**src/rtl/perlin_noise_2d_macros.svh**
```systemverilog
// Assertion macros shared by the perlin noise RTL
`ifndef PERLIN_NOISE_2D_MACROS_SVH
`define PERLIN_NOISE_2D_MACROS_SVH

// Clocked assertion, checked outside reset
`define PN2D_ASSERT(lbl, prop, msg) \
    lbl: assert property (@(posedge i_clk) disable iff (!i_rst_n) (prop)) else $error(msg);

// Clocked assertion, checked on every edge including reset
`define PN2D_ASSERT_ALWAYS(lbl, prop, msg) \
    lbl: assert property (@(posedge i_clk) (prop)) else $error(msg);

`endif

```
**src/rtl/pn2d_pkg.sv**
```systemverilog
// Shared types, constants and helper functions for the 2D gradient noise block
`default_nettype none
package pn2d_pkg;

    localparam int TABLE_SIZE    = 256;
    localparam int TAB_AW        = $clog2(TABLE_SIZE);
    localparam int FRACTION_BITS = 16;
    localparam int COORD_W       = 32;
    localparam int NOISE_W       = 18;
    localparam int Q_DEPTH       = 4;
    localparam int Q_AW          = $clog2(Q_DEPTH);

    localparam logic OP_LOAD = 1'b0;
    localparam logic OP_EVAL = 1'b1;

    // Gradient selectors
    localparam logic [1:0] GRAD_PP = 2'd0;
    localparam logic [1:0] GRAD_MP = 2'd1;
    localparam logic [1:0] GRAD_MM = 2'd2;
    localparam logic [1:0] GRAD_PM = 2'd3;

    // 10.0 in fade arithmetic, 20 bits wide
    localparam logic [19:0] FADE_TEN = 20'd10 << FRACTION_BITS;
    localparam logic signed [18:0] FX_ONE = 19'sd1 <<< FRACTION_BITS;

    // Command carried from the front end to the back end
    typedef struct packed {
        logic                     is_load;
        logic [TAB_AW-1:0]        idx;
        logic [7:0]               val;
        logic [TAB_AW-1:0]        xi;
        logic [TAB_AW-1:0]        yi;
        logic [FRACTION_BITS-1:0] fx;
        logic [FRACTION_BITS-1:0] fy;
    } t_cmd;

    // Dot product of a diagonal gradient with a corner offset
    function automatic logic signed [18:0] grad_dot(input logic [1:0] h,
                                                   input logic signed [18:0] dx,
                                                   input logic signed [18:0] dy);
        logic signed [18:0] r;
        unique case (h)
            GRAD_PP: r = dx + dy;
            GRAD_MP: r = dy - dx;
            GRAD_MM: r = -dx - dy;
            GRAD_PM: r = dx - dy;
            default: r = dx + dy;
        endcase
        return r;
    endfunction

endpackage
`default_nettype wire

```
**src/rtl/pn2d_front.sv**
```systemverilog
// Front end: accepts input transactions, classifies them and splits coordinates
`default_nettype none
module pn2d_front
    import pn2d_pkg::*;
(
    input  wire logic                      i_clk,
    input  wire logic                      i_rst_n,
    input  wire logic                      i_in_valid,
    output logic                           o_in_stall,
    input  wire logic                      i_operation,
    input  wire logic [7:0]                i_table_index,
    input  wire logic [7:0]                i_table_value,
    input  wire logic signed [COORD_W-1:0] i_x_coord,
    input  wire logic signed [COORD_W-1:0] i_y_coord,
    input  wire logic                      i_q_full,
    output logic                           o_push,
    output t_cmd                           o_cmd
);

    logic r_fv;
    logic n_fv;
    t_cmd r_cmd;
    t_cmd n_cmd;
    logic accept;

    assign o_in_stall = r_fv && i_q_full;
    assign accept     = i_in_valid && !o_in_stall;
    assign o_push     = r_fv && !i_q_full;
    assign o_cmd      = r_cmd;

    // Classify and split the incoming transaction
    always_comb begin
        n_cmd.is_load = (i_operation == OP_LOAD);
        n_cmd.idx     = i_table_index[TAB_AW-1:0];
        n_cmd.val     = i_table_value;
        n_cmd.xi      = i_x_coord[FRACTION_BITS +: TAB_AW];
        n_cmd.yi      = i_y_coord[FRACTION_BITS +: TAB_AW];
        n_cmd.fx      = i_x_coord[FRACTION_BITS-1:0];
        n_cmd.fy      = i_y_coord[FRACTION_BITS-1:0];
    end

    // Hold the item until the queue takes it
    always_comb begin
        n_fv = r_fv;
        if (accept) begin
            n_fv = 1'b1;
        end else if (o_push) begin
            n_fv = 1'b0;
        end
    end

    always_ff @(posedge i_clk) begin
        if (!i_rst_n) begin
            r_fv <= 1'b0;
        end else begin
            r_fv <= n_fv;
        end
    end

    always_ff @(posedge i_clk) begin
        if (accept) begin
            r_cmd <= n_cmd;
        end
    end

endmodule
`default_nettype wire

```
**config.mk**
```make
export PLATFORM = sky130hd
export DESIGN_NAME = pn2d_front
export DESIGN_NICKNAME = d
export VERILOG_FILES = /design/src/rtl/perlin_noise_2d_macros.svh /design/src/rtl/pn2d_pkg.sv /design/src/rtl/pn2d_front.sv
export SDC_FILE = /design/constraint.sdc
export NUM_CORES = 1
export LEC_CHECK = 0
export BUFFER_PORTS_ARGS = -buffer_cell sky130_fd_sc_hd__buf_2
export CORE_MARGIN = 3
export CORE_UTILIZATION = 39
export CTS_CLUSTER_DIAMETER = 200
export CTS_CLUSTER_SIZE = 24
export DETAILED_ROUTE_END_ITERATION = 8
export PLACE_DENSITY = 0.79
export SETUP_SLACK_MARGIN = 0.1
export SLEW_MARGIN = 5
export SYNTH_ARGS = -nofsm -noshare
export SYNTH_HDL_FRONTEND = slang
export SYNTH_SLANG_ARGS = --single-unit
```
**constraint.sdc**
```tcl
create_clock -name i_clk -period 5.4 [get_ports i_clk]
set_clock_uncertainty 0.1 [all_clocks]
set_input_delay 0.81 -clock i_clk [delete_from_list [all_inputs] [get_ports i_clk]]
set_output_delay 0.81 -clock i_clk [all_outputs]
set_load 0.03 [all_outputs]
```
==> impl_results.md <==
* DR pass1 iterations at 4
* Row count at 25
* Yosys warning count at 0
* Unrepaired setup endpoints after global routing: no
* Cells after Synth at 71
* Most frequent cells in the layout: buf_2, edfxtp_1, clkbuf_8
* Worst Setup Path Type: in -> reg
* Largest family of logic cells by synthesized area: simple AND/OR/NAND/NOR gates
* Post-cts resize count at 0
* Antenna violations before repair at 0
* DP HPWL at 3280 µm
* Crit. End Element: flop
* Synth Register Bits at 66
* Hold Crit Start: r_fv$_SDFFE_PN0P_
* Post-CTS Setup Bufs at 0
* Min Tclk post-route at 2250 ps
* Required @ worst endpoint at 5260 ps
* RR Startpoint: r_fv$_SDFFE_PN0P_
* Final setup fails at 0
* Synth unique cells at 7
* Slew Limit Fails at 0
* Adder-cell share of the synthesized area at 0%
* Initial DRC Count at 67
* Mapped Area at 0.00201 mm²
* Buffers on Ports at 135
* P_leak at 1.29 nW
* Post-Synth Simple-Gate Area at 1.12%
* Core Util, Final at 61.0%
* CP arrival at 2120 ps
* Final hold vios at 0
* Mux cell area share after synthesis at 0%
* Chip Height at 77.7 µm
* Worst-Margin Slew at 544 ps
* Clock Tree Buf Depth at 2
* Antenna Cells at 0
* Most common cell after layout, fill and taps aside: buf_2
* Compound-Gate Fraction of Synth Area at 0.374%
* Worst skew pair latency at 330 ps
* Starting Density at 41.4%
* TritonCTS buffer count at 9
* Reg clk slew, reported paths at 70 ps
* Pwr Density at 373 mW/mm²
* Largest net degree at the start of global routing at 47
* Final worst path period share at 41.7%
* Routed wire length per instance at 14.9 µm
* CTS sink count at 66
* Syn nets at 156
* I/O Pins at 152
* Number of global-route vias before repair at 1378
* RePlAce Congestion at 0.677
* Max Cap Violations at 0
* Htree depth at 3
* Antenna Nets Post-Route at 0
* Area grow syn2layout at 47.3%
* Die area at 0.00604 mm²
* Slew headroom at 63.7%
* Layout cells sized above 1 at 67.6%
* Core area at 0.00485 mm²
* Outcome: completed
* Top cell type by total area after synthesis: edfxtp_1
* Cell area after layout at 0.00296 mm²
* Tot Pwr at 1.10 mW
* Fmax at 444 MHz
* Width of the chip at 77.7 µm
* CP max FO at 46
* Global-route wire length before repair at 6530 µm
* Sequential element share of the synthesized area at 98.3%
* Via density at 4.26
* Worst IR Drop VDD at 0.227 mV
* TritonCTS clock tree: done
* Hold WC Path Type: reg -> reg
* Final nets at 303
* Mapped Avg Cell Area at 28.2 µm²
* Post-CTS Hold Buffers at 0
* DRC viols at 0
* Post-Route WL at 4300 µm
* Post-Synth XOR/XNOR Area at 0%
* CP startpoint: i_q_full
* Yosys top cell area share at 97.3%
* Post-DP Area at 0.00278 mm²
* Critical path startpoint category: input pin
* Largest cells by area after synthesis: edfxtp_1, dfxtp_1, and2_4, and2b_1, o21a_1
* All-Layer GR Usage at 15.4%
* Routed via count at 1232
* Clk root buf: clkbuf_8
* Setup TNS at 0 ps
* Total grt overflow at 0
kinds of logic after synthesis:
kind of cell | after synthesis
DFF | 66
and+or+nand+nor | 3
buffers and inverters | 1
AOI/OAI and AO/OA | 1
cells in the mapped netlist, drive strengths merged:
library cell / number
and2: 1
and2b: 1
dfxtp: 1
edfxtp: 65
inv: 1
nor2b: 1
o21a: 1
critical path: stages:
cell	delay, ps
buf_2	110
and2_4	160
nor2b_4	440
buf_4	560
through the flow:
step	instances	setup slack [ps]	hold slack, ps
after global placement	274	2810	484
final	289	3150	508
after detailed placement	274	2760	496
after floorplan	71	893	533
after CTS	289	3130	510
after global routing	289	3030	530
flip-flops by register name, summed over array words and instances (netlist names):
name   flops
o_cmd     65
r_fv       1
power by group:
part / switching (mW) / internal, mW
clock network: 0.165 / 0.208
logic: 0.0879 / 0.0379
registers: 0.00631 / 0.599
total: 0.259 / 0.844
worst paths after layout:
kind | endpoint | slack [ps] | cells past startpoint
max | o_cmd[41]$_DFFE_PP_ | 3150 | 4
min | r_fv$_SDFFE_PN0P_ | 510 | 2
max reg2reg | o_cmd[41]$_DFFE_PP_ | 3450 | 3
min reg2reg | r_fv$_SDFFE_PN0P_ | 510 | 2
metal layers:
| metal | up-vias | wire length, µm | global-route usage [%] |
|---|---|---|---|
| met1 | 563 | 1320 | 13.9 |
| met2 | 87 | 2210 | 24.9 |
| met4 | 0 | 79 | 8.72 |
| met5 | - | 0 | 0 |
| li1 | 575 | - | - |
| met3 | 7 | 680 | 10.9 |
layout make-up:
class                   count  area [µm²]
inverters                   1        3.75
well taps                  67        83.8
clock buffers              11         131
clock inverters             4        43.8
repair buffers            136         683
flip-flops and latches     66        1970
fillers                   359        1890
multi-input cells           4        37.5
No activity file was read; power rests on OpenSTA's default activity.
