File: config.mk
export PLATFORM = sky130hd
export DESIGN_NAME = pn2d_queue
export DESIGN_NICKNAME = d
export VERILOG_FILES = /design/src/rtl/pn2d_pkg.sv /design/src/rtl/pn2d_queue.sv
export VERILOG_INCLUDE_DIRS = /design/src /design/src/rtl
export SDC_FILE = /design/constraint.sdc
export NUM_CORES = 1
export LEC_CHECK = 0
export ABC_AREA = 1
export ABC_CLOCK_PERIOD_IN_PS = 6900
export BUFFER_PORTS_ARGS = -buffer_cell sky130_fd_sc_hd__buf_2
export CAP_MARGIN = 0
export CORE_UTILIZATION = 55
export DETAILED_ROUTE_END_ITERATION = 16
export PLACE_DENSITY = 0.8
export SLEW_MARGIN = 20
export SYNTH_ARGS = -nofsm -noshare
export SYNTH_HDL_FRONTEND = slang
export SYNTH_SLANG_ARGS = --single-unit
File: constraint.sdc
create_clock -name i_clk -period 6.9 [get_ports i_clk]
set_input_delay 0.69 -clock i_clk [delete_from_list [all_inputs] [get_ports i_clk]]
set_output_delay 0.69 -clock i_clk [all_outputs]
set_load 0.02 [all_outputs]
File: src/rtl/perlin_noise_2d_macros.svh
// Assertion macros shared by the perlin noise RTL
`ifndef PERLIN_NOISE_2D_MACROS_SVH
`define PERLIN_NOISE_2D_MACROS_SVH

// Clocked assertion, checked outside reset
`define PN2D_ASSERT(lbl, prop, msg) \
    lbl: assert property (@(posedge i_clk) disable iff (!i_rst_n) (prop)) else $error(msg);

// Clocked assertion, checked on every edge including reset
`define PN2D_ASSERT_ALWAYS(lbl, prop, msg) \
    lbl: assert property (@(posedge i_clk) (prop)) else $error(msg);

`endif

File: src/rtl/pn2d_pkg.sv
// Shared types, constants and helper functions for the 2D gradient noise block
`default_nettype none
package pn2d_pkg;

    localparam int TABLE_SIZE    = 256;
    localparam int TAB_AW        = $clog2(TABLE_SIZE);
    localparam int FRACTION_BITS = 16;
    localparam int COORD_W       = 32;
    localparam int NOISE_W       = 18;
    localparam int Q_DEPTH       = 4;
    localparam int Q_AW          = $clog2(Q_DEPTH);

    localparam logic OP_LOAD = 1'b0;
    localparam logic OP_EVAL = 1'b1;

    // Gradient selectors
    localparam logic [1:0] GRAD_PP = 2'd0;
    localparam logic [1:0] GRAD_MP = 2'd1;
    localparam logic [1:0] GRAD_MM = 2'd2;
    localparam logic [1:0] GRAD_PM = 2'd3;

    // 10.0 in fade arithmetic, 20 bits wide
    localparam logic [19:0] FADE_TEN = 20'd10 << FRACTION_BITS;
    localparam logic signed [18:0] FX_ONE = 19'sd1 <<< FRACTION_BITS;

    // Command carried from the front end to the back end
    typedef struct packed {
        logic                     is_load;
        logic [TAB_AW-1:0]        idx;
        logic [7:0]               val;
        logic [TAB_AW-1:0]        xi;
        logic [TAB_AW-1:0]        yi;
        logic [FRACTION_BITS-1:0] fx;
        logic [FRACTION_BITS-1:0] fy;
    } t_cmd;

    // Dot product of a diagonal gradient with a corner offset
    function automatic logic signed [18:0] grad_dot(input logic [1:0] h,
                                                   input logic signed [18:0] dx,
                                                   input logic signed [18:0] dy);
        logic signed [18:0] r;
        unique case (h)
            GRAD_PP: r = dx + dy;
            GRAD_MP: r = dy - dx;
            GRAD_MM: r = -dx - dy;
            GRAD_PM: r = dx - dy;
            default: r = dx + dy;
        endcase
        return r;
    endfunction

endpackage
`default_nettype wire

File: src/rtl/pn2d_queue.sv
// Short command queue between the front end and the back end
`default_nettype none
`include "perlin_noise_2d_macros.svh"
module pn2d_queue
    import pn2d_pkg::*;
(
    input  wire logic i_clk,
    input  wire logic i_rst_n,
    input  wire logic i_push,
    input  wire t_cmd i_cmd,
    output logic      o_full,
    input  wire logic i_pop,
    output logic      o_nonempty,
    output t_cmd      o_cmd
);

    t_cmd            r_mem [Q_DEPTH];
    logic [Q_AW-1:0] r_wp;
    logic [Q_AW-1:0] r_rp;
    logic [Q_AW:0]   r_cnt;

    assign o_full     = (r_cnt == (Q_AW+1)'(Q_DEPTH));
    assign o_nonempty = (r_cnt != '0);
    assign o_cmd      = r_mem[r_rp];

    // Advance pointers and occupancy
    always_ff @(posedge i_clk) begin
        if (!i_rst_n) begin
            r_wp  <= '0;
            r_rp  <= '0;
            r_cnt <= '0;
        end else begin
            if (i_push) begin
                r_wp <= r_wp + 1'b1;
            end
            if (i_pop) begin
                r_rp <= r_rp + 1'b1;
            end
            if (i_push && !i_pop) begin
                r_cnt <= r_cnt + 1'b1;
            end else if (i_pop && !i_push) begin
                r_cnt <= r_cnt - 1'b1;
            end
        end
    end

    always_ff @(posedge i_clk) begin
        if (i_push) begin
            r_mem[r_wp] <= i_cmd;
        end
    end

    `PN2D_ASSERT(a_cnt_bound, r_cnt <= (Q_AW+1)'(Q_DEPTH), "queue count overflow")
    `PN2D_ASSERT(a_no_pop_empty, i_pop |-> o_nonempty, "pop from empty queue")
    `PN2D_ASSERT(a_no_push_full, i_push |-> !o_full, "push into full queue")

endmodule
`default_nettype wire

==> reports/metrics.csv <==
metric,value,unit
ANT nets after route,0,
cell area after placement,0.0111,mm^2
Slew @ Worst Pin,0.968,ns
initial antenna violation count,5,
count of different cell masters after synthesis,24,
post-synthesis sequential area ratio,76.8,%
crit-path max cell delay,0.75,ns
CTS Root Cell,clkbuf_16,
Layout area overhead,15.8,%
register clock-pin slew on the reported worst setup and hold paths,0.06,ns
worst hold start,i_cmd[20],
Relative slew margins,35.5,%
"Worst Path Class, Setup",flip-flop to output pin,
# rows,49,
top-area cell type share of the netlist area,75.1,%
CP Launch Type,flip-flop,
Tmin final,3.61,ns
ys async rst share,0,%
fin crit share,52.3,%
syn avg cell area,15.1,um^2
die area,0.0195,mm^2
top post-synthesis cells by count,"edfxtp_1 (260), nor2_1 (116), o21ai_0 (96), o22ai_1 (45), o21ai_1 (35)",
"Slew Viols, Final",0,
WL/cell,18.5,um
vias per cell,5.63,
Worst Path Max Fanout,75,
status,finished clean,
area of the multi-input gates,0.00205,mm^2
Die Wd,139,um
setup TNS,0,ns
FF-to-FF setup slack,4.71,ns
Worst-Skew Late Latency,0.52,ns
"Req. time, crit path",6.21,ns
worst r2r path cells,5,
I/O Buffers,135,
HPWL Detailed,10800,um
fin area,0.0120,mm^2
Max VDD drop,0.000223,V
Max Clk Rate,0.277,GHz
Hold/Removal Path Class,input pin to flip-flop,
worst path cell trace,inv_6 > buf_4 > nor2_1 > o22ai_1 > buf_2,
PD cells,310,mW/mm^2
post-CTS setup buffers,0,
clock skew,0.0122,ns
total iterations of the first detailed-routing run,5,
Power Total,3.73,mW
CTS Hold Buffers Added,0,
R2R Path End,r_mem[2][49],
Yosys top cell by area,edfxtp_1,
most numerous cell in the Yosys netlist,edfxtp_1,
GP Congestion,0.714,
core footprint,0.0183,mm^2
Syn Nets,763,
TritonCTS Buffers,27,
final net count,893,
largest net degree at the start of global routing,89,
total grt overflow,0,
total wire length,19800,um
layout cells sized above 1,27.8,%
reg2reg start,r_wp[0],
Crit-path slowest cell,buf_4,
max-cap check violation count,0,
LEAKAGE,4.22,nW
initial core utilization,56.9,%
Initial DRC Count,411,
Die Ht,139,um
Setup Viol. Count Final,0,
# IOs,136,
fin util,65.9,%
WP data arrival,2.92,ns
predominant post-synthesis flop cell,edfxtp_1,
Resized cells post-CTS,0,
# H-tree levels,1,
deepest clock path buffer count,3,
vias,6020,
number of flops mapped to enable cells by yosys,260,
synth warn,0,
global-route wire length before repair,30800,um
synth top area cells,"edfxtp_1 (75%), o21ai_0 (4.6%), nor2_1 (4.2%)",
Sequential cell area,0.00799,mm^2
Crit. End Element,output pin,
"Hold Vio Cnt, Final",0,
DRC,0,
sink of the worst hold path,r_mem[1][20],
CTS tree,yes,
gr usage total,20.4,%
#FFs+latches synth,269,
fillers,1282,
Mapped Area,0.0104,mm^2
Post-Synthesis Cells,688,
Hold WS,0.377,ns
CTS Sinks,269,
RSZ-0062 raised after global routing,false,
vias in the first global route,5899,
Worst Hold Depth,1,
## cells by family (layout without fill, tap and decap cells)
group	after synthesis	count (layout)	synth area share [%]
AO/OA/AOI/OAI	205	205	12.0
adder cells (fa/ha/maj)	6	6	0.794
buffers and inverters	59	208	3.48
flip-flops	269	269	76.8
other	0	3	0
AND/OR/NAND/NOR	149	149	6.87
## where the power goes
group | leakage, nW | switching, mW | internal [mW]
Clock | 0.432 | 0.569 | 0.900
Sequential | 2.46 | 0.0235 | 1.87
Combinational | 1.32 | 0.258 | 0.111
Total | 4.22 | 0.850 | 2.88
## per-stage QoR
step                setup WS, ns  cells
global placement            3.84   1018
floorplan                   4.49    688
global route                3.06   1068
detailed placement          3.80   1018
CTS                         3.25   1066
finish                      3.29   1069
## per-layer routing
metal | GRT usage, % | routed length [um] | share of wire [%] | up-vias
met5 | 0 | 23 | 0.12 | -
met4 | 6.08 | 408 | 2.1 | 4
met3 | 3.85 | 1150 | 5.8 | 35
met2 | 35.4 | 9910 | 50 | 199
met1 | 26.2 | 8320 | 42 | 2931
li1 | - | - | - | 2851
## cell usage in the layout (no fill, tap or decap), drive strengths merged
| cell | n |
|---|---|
| edfxtp | 260 |
| buf | 143 |
| nor2 | 136 |
| o21ai | 136 |
| o22ai | 65 |
| clkbuf | 31 |
| inv | 18 |
| nand2 | 10 |
| clkinv | 9 |
| dfxtp | 9 |
| ha | 5 |
| bufinv | 5 |
| a21oi | 4 |
| diode | 3 |
| clkinvlp | 2 |
| nor3 | 1 |
| nand3 | 1 |
| nand4 | 1 |
| fa | 1 |
## area by class of cell
type / instances / area share, %
flip-flops and latches: 269 / 66.4
multi-input cells: 360 / 17.0
inverters: 17 / 0.572
clock inverters: 17 / 1.75
clock buffers: 31 / 5.74
repair buffers: 143 / 6.11
diodes: 3 / 0.0624
well taps: 229 / 2.38
## flip-flops by register name, summed over array words and instances, names as in the netlist, named ones only
signal	flops
r_wp	2
r_rp	2
r_cnt	3
r_mem	260
## worst max-delay path: cells and delay by family (launching register included)
| family | cells | cell delay (ns) |
|---|---|---|
| AND/OR/NAND/NOR | 1 | 0.08 |
| flip-flops | 1 | 0.49 |
| buffers and inverters | 3 | 1.50 |
| AO/OA/AOI/OAI | 1 | 0.26 |
## worst max-delay path by stage
stage / slack [ns] / from / to / depth (start not counted)
2_1_floorplan: 4.49 / i_push / r_mem[0][0] / 2
3_3_place_gp: 3.84 / flip-flop / o_cmd[13] / 5
3_5_place_dp: 3.80 / flip-flop / o_cmd[5] / 5
4_1_cts: 3.25 / flip-flop / o_cmd[3] / 5
5_1_grt: 3.06 / flip-flop / o_cmd[13] / 5
6_report: 3.29 / flip-flop / o_cmd[16] / 5
Note: power is estimated with default switching activity, not from simulation.
